### config.mk
export PLATFORM = sky130hd
export DESIGN_NAME = uvs_div
export DESIGN_NICKNAME = d
export VERILOG_FILES = /design/src/rtl/uvs_div.sv
export SDC_FILE = /design/constraint.sdc
export NUM_CORES = 1
export LEC_CHECK = 0
export ABC_AREA = 1
export BUFFER_PORTS_ARGS = -buffer_cell sky130_fd_sc_hd__buf_2
export CAP_MARGIN = 20
export CORE_UTILIZATION = 45
export CTS_CLUSTER_DIAMETER = 30
export DETAILED_ROUTE_END_ITERATION = 7
export GPL_TIMING_DRIVEN = 0
export SLEW_MARGIN = 20
export SYNTH_ARGS = -nofsm -noshare
export SYNTH_HDL_FRONTEND = slang
export SYNTH_SLANG_ARGS = --single-unit
### constraint.sdc
create_clock -name clk -period 4.3 [get_ports clk]
set_input_delay 0.43 -clock clk [delete_from_list [all_inputs] [get_ports clk]]
set_output_delay 0.43 -clock clk [all_outputs]
set_load 0.05 [all_outputs]
### src/rtl/uvs_div.sv
// Pipelined restoring divider, two quotient bits per stage, 8-bit divisor.
module uvs_div #(
  parameter int W = 24
) (
  input  logic         clk,
  input  logic         en,
  input  logic [W-1:0] num,
  input  logic [7:0]   den,
  output logic [W-1:0] quo
);

  localparam int ST = W / 2;

  logic [7:0]   rem_r [ST];
  logic [W-1:0] wrk_r [ST];

  genvar s;
  for (s = 0; s < ST; s++) begin : g_st
    logic [7:0]   rem_i, rem_m, rem_o;
    logic [W-1:0] wrk_i, wrk_m, wrk_o;
    logic [8:0]   t0, t1;
    logic         ge0, ge1;

    if (s == 0) begin : g_first
      assign rem_i = '0;
      assign wrk_i = num;
    end else begin : g_next
      assign rem_i = rem_r[s-1];
      assign wrk_i = wrk_r[s-1];
    end

    always_comb begin
      t0    = {rem_i, wrk_i[W-1]};
      ge0   = t0 >= {1'b0, den};
      rem_m = ge0 ? 8'(t0 - {1'b0, den}) : t0[7:0];
      wrk_m = {wrk_i[W-2:0], ge0};
      t1    = {rem_m, wrk_m[W-1]};
      ge1   = t1 >= {1'b0, den};
      rem_o = ge1 ? 8'(t1 - {1'b0, den}) : t1[7:0];
      wrk_o = {wrk_m[W-2:0], ge1};
    end

    always_ff @(posedge clk) begin
      if (en) begin
        rem_r[s] <= rem_o;
        wrk_r[s] <= wrk_o;
      end
    end
  end

  assign quo = wrk_r[ST-1];

endmodule

# [Word-level counts from Yosys, hierarchy flattened]
# Memories as Yosys holds them, arrays and structs flattened.
# Index checks and enable logic that the tools add are counted.
[classes] muxes=26 addsub=24 magnitude_cmp=24
[ops] operator="$ge A9 B8 Y1" count=23
[ops] operator="$mux W8" count=24
[ops] operator="$sub A8 B8 Y8" count=23
[ops] operator="$ge A1 B8 Y1" count=1
[ops] operator="$sub A1 B8 Y8" count=1
[ops] operator="$mux W1" count=2
[word_totals] output_inout_bits=24 mem_bits_rw=384 word_cells=76 n_memories=2 ff_bits=0 in_bits=34
[memory_table] name="wrk_r" depth=12 word_bits=24 rd=12 rd_ports_with_merged_regs=0 write_ports=12 line_no="15" source="logic [W-1:0] wrk_r [ST];"
[memory_table] name="rem_r" depth=12 word_bits=8 rd=11 rd_ports_with_merged_regs=0 write_ports=12 line_no="14" source="logic [7:0] rem_r [ST];"

# [Depth between registers and ports, before layout]
# Gate-level depths: netlist of run 1.
# An unclocked memory read counts as a cell.
[logic_depth] ltp_word=5 depth_mapped=22 depth_no_buf=22

# [Worst setup path after synthesis of run 1]
# No wires, ideal clock.
[synth_path] kind="input to register" from="input den[1]" to="memory rem_r[3][0], data pin" setup_time_ps=254 path_buffers=1 t_arrival_ps=4140 cell_stages=19 slack_ps=-94 t_required_ps=4046 cell_sequence="inv_1 ha_1 inv_1 nor2_1 nand3b_1 nor2_1 nor2_1 nand2_1 buf_6 o21ai_1 ha_1 nand3_1 nand2_1 nand4_1 nand2_1 nand2_1 nand4_2 nand2_1 nand2_1"
[synth_lines] item="start, declared" line_no="8" source="input logic [7:0] den,"
[synth_lines] item="end, declared" line_no="14"

==> results of run 1 <==
==> timing repair <==
item	CTS	global route
buffers inserted	0	0
resized for setup	0	0
hold buffers	22	0
hold endpoints to repair	22	0
==> cell usage after synthesis (all sizes together) <==
master    n  area (um^2)
a21boi    3         22.5
a21o      6         45.0
a21oi   100          519
a31oi     7         43.8
a41oi     3         26.3
buf       7         68.8
clkinv    3         13.8
edfxtp  376        11300
fa       22          440
ha      186         2330
inv     256          963
nand2   730         2840
nand3   222         1320
nand3b    7         52.6
nand4    76          494
nor2    127          547
nor3     14         80.1
o211ai    7         52.6
o21a      4         30.0
o21ai    20          108
or2      16          100
xnor2    37          324
xor2     60          526
==> final timing paths <==
path	slack [ps]	cells past startpoint	start	end
worst min-delay path	210	3	num[22]	rem_r[0][0]
worst min register to register	400	0	wrk_r[1][2]	wrk_r[1][28]
worst max register to register	590	20	rem_r[2][2]	rem_r[3][4]
worst max-delay path	480	18	den[0]	rem_r[3][4]
==> worst max-delay path, stage by stage <==
cell and delay, ps:
buf_2 790, ha_1 280, inv_1 70, fa_1 410, nand3_1 110, nand3_1 90, or2_2 280, nand3_1 80
nand2_1 110, ha_1 370, nand2_1 110, inv_1 40, nand4_1 80, nand2_1 100, nand2_1 260, nand4_2 330
nand2_1 140, nand2_1 70
==> power breakdown <==
group / total (mW) / switching [mW] / internal [mW]
Sequential: 5.77 / 0.388 / 5.39
Clock: 6.78 / 2.22 / 4.56
Combinational: 11.8 / 7.42 / 4.41
==> sequential cells by signal, indices dropped and copies added, names as in the netlist <==
| signal | count |
|---|---|
| rem_r | 88 |
| wrk_r | 288 |
==> stage by stage <==
stage	instances	total power, mW	util	instance area [um^2]
2_1_floorplan	2289	15.1	-	22200
3_3_place_gp	3010	17.4	0.478	23400
3_5_place_dp	3022	17.5	0.484	23600
4_1_cts	3215	24.5	0.552	27000
5_1_grt	3215	26.5	0.552	27000
6_report	3215	24.4	0.552	27000
==> routing by layer <==
metal	vias to the layer above	wire length [um]
met2	332	21000
met3	93	1850
met1	7459	22200
met4	0	1370
li1	8274	-
met5	-	0
==> cell families after synthesis <==
logic type      count (synthesis)
xor+xnor                       97
fa+ha+maj                     208
flops                         376
compound gates                150
simple gates                 1192
buf+inv                       266
==> cell usage in the layout, fill, tap and decap left out, types with 13 or more instances in the layout <==
cell | Yosys | final
nand2_1 | 708 | 708
edfxtp_1 | 376 | 376
inv_1 | 241 | 234
nand3_1 | 198 | 198
ha_1 | 186 | 186
nor2_1 | 115 | 115
a21oi_1 | 97 | 97
clkbuf_16 | 0 | 92
nand4_1 | 73 | 73
xor2_1 | 60 | 60
buf_2 | 1 | 57
xnor2_1 | 37 | 37
fa_1 | 22 | 22
dlygate4sd3_1 | 0 | 22
inv_2 | 14 | 20
clkinv_2 | 2 | 15
inv_6 | 0 | 15
nand2_2 | 14 | 14
o21ai_0 | 14 | 14
or2_2 | 13 | 13
==> cell type report <==
| class | count | area share |
|---|---|---|
| plain buffers | 7 | 0.00255 |
| clock buffers | 100 | 0.0864 |
| multi-input cells | 1647 | 0.367 |
| repair buffers | 91 | 0.0294 |
| flip-flops and latches | 376 | 0.418 |
| clock inverters | 71 | 0.0289 |
| well taps | 664 | 0.0308 |
| inverters | 259 | 0.0364 |
==> qor.txt, run 1 <==
clk slew on worst S/H paths = 40 ps
Critical Path RT = 4650 ps
gpl congestion = 0.866
unrepaired setup endpoints after global routing = no
f_max = 0.262 GHz
Tightest Pin Transition = 1090 ps
HPWL Detailed = 31600 um
mux cell area share after synthesis = 0
Post-Syn Area = 22200 um^2
Final Max Tran Viols = 0
Skew-Pair Late Insertion Delay = 630 ps
Vias/cell = 5.03
Post-Synth Adder-Cell Area = 0.124
vias = 16158
GR Util met2 = 0.301
Synth Area per Inst = 9.72 um^2
Synth warnings = 0
post-synthesis xor/xnor area fraction = 0.0382
Yosys cell types = 42
multi-input logic area = 9900 um^2
area occupied by registers = 11300 um^2
global-route wire length before repair = 76800 um
Synth Instances = 2289
largest family of logic cells by synthesized area = simple AND/OR/NAND/NOR gates
crit end category = flip-flop
PnR worst setup slack = 478 ps
Die Ht = 224 um
# port buffers = 57
die area = 50300 um^2
Antenna diodes = 0
Core Rows = 81
layout cells sized above 1 = 0.131
Post-Synth Simple-Gate Area = 0.245
pwr dens = 904 nW/um^2
min cycle time layout = 3820 ps
outcome = complete, no violations
final worst-path cycle share = 0.889
GRT Residual Overflow = 0
Nets = 2715
die width = 224 um
num ports = 58
sequential area share after synthesis = 0.508
Synth Area in Compound Gates = 0.0381
Worst IR Drop VDD = 524 uV
FF+latch count, synth = 376
Slew HR = 0.271
drt drc = 0
Post-DRT Antenna Nets = 0
Place WS = -112 ps
total CTS buffers = 91
WS Path Type = in2reg
root buffer cell = clkbuf_16
Top Usage Layer GRT = met2
fillers = 4352
skew final = 20.1 ps
Worst setup SP type = input port
Total Negative Setup Slacks = 0 ps
Worst Path Arrival = 4180 ps
Max Cap Viol = 0
setup violators final = 0
CP Max Fanout = 24
H-tree levels = 3
largest net degree at the start of global routing = 105
WL/cell = 14.4 um
Max clock buf depth = 3
antenna violations before repair = 0
CTS tree = done
clk sinks = 376
Initial Util = 0.455
hold crit path type = in2reg
Overall Global Routing Usage = 0.190
Core Region = 48800 um^2
Detailed Routing Iterations Pass 1 = 5
Routed WL = 46400 um
Pleak = 12.2 nW
met3 Usage GRT = 0.0340
final hold vios = 0
Worst Hold Margin = 210 ps
vias in the first global route = 15567
area grow syn2layout = 21.3%
syn_nets = 2531
first-iteration detailed-routing DRC count = 996
GR Util met1 = 0.257
No activity file was read; power rests on OpenSTA's default activity.
==> run 2, diff against run 1 <==
==> constraint.sdc (replaced) <==
create_clock -name clk -period 3.5 [get_ports clk]
set_input_delay 0.35 -clock clk [delete_from_list [all_inputs] [get_ports clk]]
set_output_delay 0.35 -clock clk [all_outputs]
set_load 0.05 [all_outputs]
==> run 2 against run 1 <==
Combinational power is 31% higher. Largest power group unchanged. First-iteration DRC count is 6.5% lower. Hold slack worse by 30 ps. Sequential share of layout area is 0.72 points lower. Cell area is 1.7% higher. Non-clock buffer count is 4 higher. Sequential power is 24% higher. Clock power is 17% higher. Power is 25% higher. Critical endpoint is now rem_r[1][2]. Routed wire length is 0.57% higher. Critical path depth is 2 lower. Clock skew is 0.62 ps higher.
==> qor.txt, run 2 (synthesis results as in run 1) <==
outcome = complete, no violations
# port buffers = 57
clk sinks = 376
most frequent cells in the layout = nand2_1, edfxtp_1, inv_1
final hold vios = 0
vias in the first global route = 15849
Final Max Tran Viols = 0
Detailed Routing Iterations Pass 1 = 5
Slew HR = 0.548
WL/cell = 14.5 um
layout cells sized above 1 = 0.162
Power Total = 30.4 mW
first-iteration detailed-routing DRC count = 931
Critical Path RT = 3960 ps
final worst-path cycle share = 0.933
Worst Hold Margin = 180 ps
min cycle time layout = 3270 ps
skew final = 20.8 ps
drt drc = 0
CP max stage delay = 380 ps
hold crit path type = in2reg
Core Rows = 81
gpl congestion = 0.862
worst reg-to-reg path cell count = 16
Max Cap Viol = 0
Max clock buf depth = 3
critical path depth = 16
placed instance area = 24200 um^2
Worst IR Drop VDD = 487 uV
CTS tree = done
Overall Global Routing Usage = 0.190
Post-Place Cells = 3021
antenna violations before repair = 0
family with the most delay on the worst path = simple AND/OR/NAND/NOR gates
most common cell after layout, fill and taps aside = nand2_1
HPWL Detailed = 32000 um
Finished Core Util = 0.562
setup violators final = 0
fin area = 27500 um^2
WS Path Type = reg2reg
largest net degree at the start of global routing = 109
CP dominant cell by count = nand2_1
total CTS buffers = 86
CP Buf/Inv Count = 2
num ports = 58
die width = 224 um
max reg flops = 288
crit end category = flip-flop
clk slew on worst S/H paths = 50 ps
f_max = 0.306 GHz
root buffer cell = clkbuf_16
Worst setup SP type = flip-flop
Vias/cell = 5.05
CP Max Fanout = 8
largest register by flop count = wrk_r
Post-DRT Antenna Nets = 0
vias = 16190
Routed WL = 46700 um
Largest regs = wrk_r x288, rem_r x88
hold path depth = 3
Pleak = 12.2 nW
Die Ht = 224 um
GRT Residual Overflow = 0
unrepaired setup endpoints after global routing = no
Core Region = 48800 um^2
pwr dens = 1110 nW/um^2
H-tree levels = 3
Initial Util = 0.455
Nets = 2717
non-filler cells in the finished layout = 3207
worst-path cell chain = ha_1 -> nand2_1 -> inv_2 -> a21oi_2 -> nand2_2 -> a21oi_2 -> nand2_1 -> o21ai_1 -> ha_1 -> nand2_1 -> inv_1 -> a41oi_2 -> nand2_2 -> nor2_4 -> nand3_1 -> nand2_1
die area = 50300 um^2
Worst Path Arrival = 3720 ps
area grow syn2layout = 23.4%
Skew-Pair Late Insertion Delay = 610 ps
global-route wire length before repair = 77100 um
Slowest cell on crit path = edfxtp_1
Tightest Pin Transition = 679 ps
Antenna diodes = 0
## run 2: changes by cell type in the layout (fill, tap and decap cells not counted), moves of 9 or more
cell and delta:
a21oi_2 +9, nand2_1 -32, ha_4 +31, nand2_2 +25
ha_1 -34
## run 2: per-layer routing
| metal | global-route usage | vias to the layer above | wire length [um] |
|---|---|---|---|
| met5 | 0 | - | 0 |
| met3 | 0.0361 | 93 | 2090 |
| li1 | - | 8299 | - |
| met4 | 0.0768 | 0 | 1250 |
| met1 | 0.256 | 7480 | 22400 |
| met2 | 0.303 | 318 | 21000 |
## run 2: per-stage QoR
stage               TNS [ps]  setup slack (ps)
global route               0              5.96
detailed placement    -46750              -649
global placement    -1401540             -3320
floorplan             -38150              -456
finish                     0               233
CTS                        0              19.0
## run 2: report_power, final
part	switching [mW]	internal, mW	total (mW)	leakage (nW)
clock network	2.55	5.37	7.92	1.42
logic	9.43	5.95	15.4	7.11
registers	0.521	6.62	7.14	3.66
## run 2: timing repair
action | CTS | global route
hold buffers | 22 | 0
pin swaps | 0 | 6
setup buffers | 0 | 5
hold endpoints to repair | 22 | 0
gates resized for setup | 1 | 21
cloned | 0 | 3
endpoints found under the setup margin | 8 | 43
## run 2: final cells by class
| cell class | count | area [um^2] |
|---|---|---|
| Buffer | 7 | 75.1 |
| Clock buffer | 94 | 2200 |
| Clock inverter | 62 | 701 |
| Fill cell | 4264 | 21400 |
| Inverter | 259 | 991 |
| Multi-Input combinational cell | 1650 | 10500 |
| Sequential cell | 376 | 11300 |
| Tap cell | 664 | 831 |
| Timing Repair Buffer | 95 | 821 |
## run 2: worst register-to-register path: cells and delay by family, from the launching register on
| kind | cells | cell delay (ps) |
|---|---|---|
| flip-flops | 1 | 380 |
| buffers and inverters | 2 | 120 |
| AND/OR/NAND/NOR | 8 | 980 |
| adder cells (fa/ha/maj) | 2 | 700 |
| AO/OA/AOI/OAI | 4 | 930 |
## run 2: path summary, 6_finish.rpt
path                startpoint      endpoint  slack (ps)
setup reg to reg   rem_r[0][2]   rem_r[1][2]         230
hold / removal         num[22]   rem_r[0][0]         180
setup / recovery   rem_r[0][2]   rem_r[1][2]         230
hold reg to reg   wrk_r[1][45]  wrk_r[1][71]         400
==> run 3, diff against run 2 <==
--- a/config.mk
+++ b/config.mk
@@ -5,7 +5,6 @@
 export SDC_FILE = /design/constraint.sdc
 export NUM_CORES = 1
 export LEC_CHECK = 0
-export ABC_AREA = 1
 export BUFFER_PORTS_ARGS = -buffer_cell sky130_fd_sc_hd__buf_2
 export CAP_MARGIN = 20
 export CORE_UTILIZATION = 45
==> run 3 against run 2 <==
The run now ends with negative setup slack left. Hold slack lost 75 ps. Register-to-register slack lost 760 ps. Largest power group unchanged. Critical path type unchanged. Power grew 7.0%.
==> qor.txt, run 3 <==
Vias/cell = 5.35
HPWL Detailed = 26300 um
Synth warnings = 0
Final Max Tran Viols = 0
final worst-path cycle share = 1.15
largest net degree at the start of global routing = 90
most frequent cells in the layout = edfxtp_1, buf_4, ha_1
CP max stage delay = 450 ps
global-route wire length before repair = 68900 um
sw power = 11.3 mW
Post-Synth Adder-Cell Area = 0.134
Power Total = 32.6 mW
Post-Place Cells = 2265
Synth top cells by count = edfxtp_1, ha_1, inv_1
setup violators final = 74
num ports = 58
first-iteration detailed-routing DRC count = 635
area leader, netlist = edfxtp_1
Initial Util = 0.456
Max clock buf depth = 3
clock share of power = 0.238
GRT Residual Overflow = 0
Comb pwr share = 0.545
Post-Synth Simple-Gate Area = 0.0736
Finished Core Util = 0.619
Post-Syn Area = 20700 um^2
failing checks = negative setup slack
Synth Area per Inst = 12.9 um^2
CP Max Fanout = 6
largest register by flop count = wrk_r
Tightest Pin Transition = 530 ps
worst-path cell chain = ha_4 -> nor2b_4 -> o31ai_4 -> a21oi_2 -> a2111o_1 -> buf_8 -> a21oi_4 -> ha_4 -> nor2b_4 -> o31a_1 -> o31a_1 -> o21a_1 -> o21ai_2 -> nor4b_4 -> buf_4 -> mux2_4
CTS tree = done
PnR worst setup slack = -524 ps
vias in the first global route = 14029
area grow syn2layout = 35.8%
gpl congestion = 0.833
Max Cap Viol = 0
Pleak = 11.0 nW
EDFF count, synth = 376
ys async rst share = 0
syn_nets = 1840
Core Rows = 78
Worst setup SP type = flip-flop
non-filler cells in the finished layout = 2590
WL/cell = 16.6 um
die area = 46800 um^2
Reg power frac = 0.216
Overall Global Routing Usage = 0.185
most common cell in the netlist = edfxtp_1
Primary FF master, synth = edfxtp_1
final hold vios = 0
top cells by area, synth = edfxtp_1, ha_1, mux2_2
H-tree levels = 3
crit end category = flip-flop
skew final = 13.9 ps
Synth Area in Compound Gates = 0.120
multi-input logic area = 10700 um^2
# port buffers = 57
Largest regs = wrk_r x288, rem_r x88
layout cells sized above 1 = 0.352
clk slew on worst S/H paths = 50 ps
Skew-Pair Late Insertion Delay = 610 ps
vias = 13862
largest family of logic cells by synthesized area = adder cells
fillers = 3439
FF+latch count, synth = 376
clk sinks = 376
WS Path Type = reg2reg
Slowest cell on crit path = edfxtp_1
Routed WL = 43100 um
drt drc = 0
Antenna diodes = 0
Worst IR Drop VDD = 515 uV
Core Region = 45400 um^2
Nets = 2159
switching share of power = 0.348
most common cell after layout, fill and taps aside = edfxtp_1
Synth top area share = 0.546
hold crit path type = in2reg
Synth Instances = 1598
Internal Pwr Total = 21.2 mW
area occupied by registers = 11300 um^2
Slew HR = 0.636
min cycle time layout = 4020 ps
unrepaired setup endpoints after global routing = yes
outcome = finished with violations
Detailed Routing Iterations Pass 1 = 5
f_max = 0.248 GHz
Worst Path Arrival = 4370 ps
total CTS buffers = 86
die width = 216 um
max reg flops = 288
Critical Path RT = 3850 ps
post-synthesis xor/xnor area fraction = 0.0419
sequential area share after synthesis = 0.546
mux cell area share after synthesis = 0.0627
Die Ht = 216 um
Post-DRT Antenna Nets = 0
antenna violations before repair = 0
root buffer cell = clkbuf_16
Yosys cell types = 71
pwr dens = 1160 nW/um^2
## run 3: changes by cell type after synthesis, sizes merged, moves of 19 or more
cell and delta:
xor2 -26, mux2i +26, mux2 +92, nand4 -54
nand2 -651, o21ai +66, inv -148, xnor2 +28
a21o +24, nor2b +34, o21a +22, nor2 -55
nand2b +19, nand3 -208
## run 3: timing repair
| action | in CTS | in global routing |
|---|---|---|
| gates resized for setup | 228 | 114 |
| buffers inserted | 100 | 48 |
| pin swaps | 84 | 83 |
| endpoints found under the hold margin | 22 | 0 |
| hold buffers | 22 | 0 |
| endpoints found under the setup margin | 100 | 97 |
| cloned | 1 | 0 |
## run 3: path summary, 6_finish.rpt
check             slack, ps   startpoint  cells past startpoint           end
setup / recovery       -520  rem_r[8][0]                     16   rem_r[9][2]
hold / removal          110      num[22]                      3   rem_r[0][0]
setup reg to reg       -520  rem_r[8][0]                     16   rem_r[9][2]
hold reg to reg         410  wrk_r[2][3]                      0  wrk_r[2][29]
## run 3: routing by layer
layer | GRT usage | wire length, um | up-vias | share of wire
li1 | - | - | 6779 | -
met1 | 0.219 | 18400 | 6767 | 0.43
met2 | 0.320 | 21600 | 217 | 0.50
met3 | 0.0366 | 1570 | 99 | 0.037
met4 | 0.0953 | 1520 | 0 | 0.035
met5 | 0 | 0 | - | 0
## run 3: area by class of cell
cell class                      instances  area share
Inverter                              108      0.0150
Sequential cell                       376       0.402
Clock inverter                         68      0.0249
Clock buffer                           93      0.0776
Tap cell                              600      0.0267
Buffer                                  7     0.00249
Multi-Input combinational cell       1102       0.381
Timing Repair Buffer                  236      0.0701
## run 3: through the flow
step,hold WS (ps),setup TNS (ps),area [um^2],worst slack (ps)
6_report,106,-17310,28100,-524
5_1_grt,149,-30570,28100,-673
4_1_cts,71.4,-20990,27200,-678
3_5_place_dp,405,-165890,22100,-2040
3_3_place_gp,401,-1514670,21900,-3360
2_1_floorplan,400,-126510,20800,-1660
## run 3: cells by family after synthesis
kind of cell | after synthesis
compound gates | 376
flops | 376
simple gates | 301
fa+ha+maj | 208
buf+inv | 120
mux | 118
xor+xnor | 99
## run 3: power groups by stage
stage	registers, mW	clock network (mW)	logic (mW)
after floorplan	7.03	0	10.3
after global placement	7.11	0	12.7
after detailed placement	7.08	0	12.9
after CTS	7.04	7.96	16.0
after global routing	7.12	8.18	19.4
final	7.04	7.76	17.8
## run 3: worst max-delay path: cells and delay by family (launching register included)
kind,cells,cell delay (ps)
AO/OA/AOI/OAI,8,1690
AND/OR/NAND/NOR,3,470
adder cells (fa/ha/maj),2,490
buffers and inverters,2,360
flip-flops,1,450
multiplexers,1,290
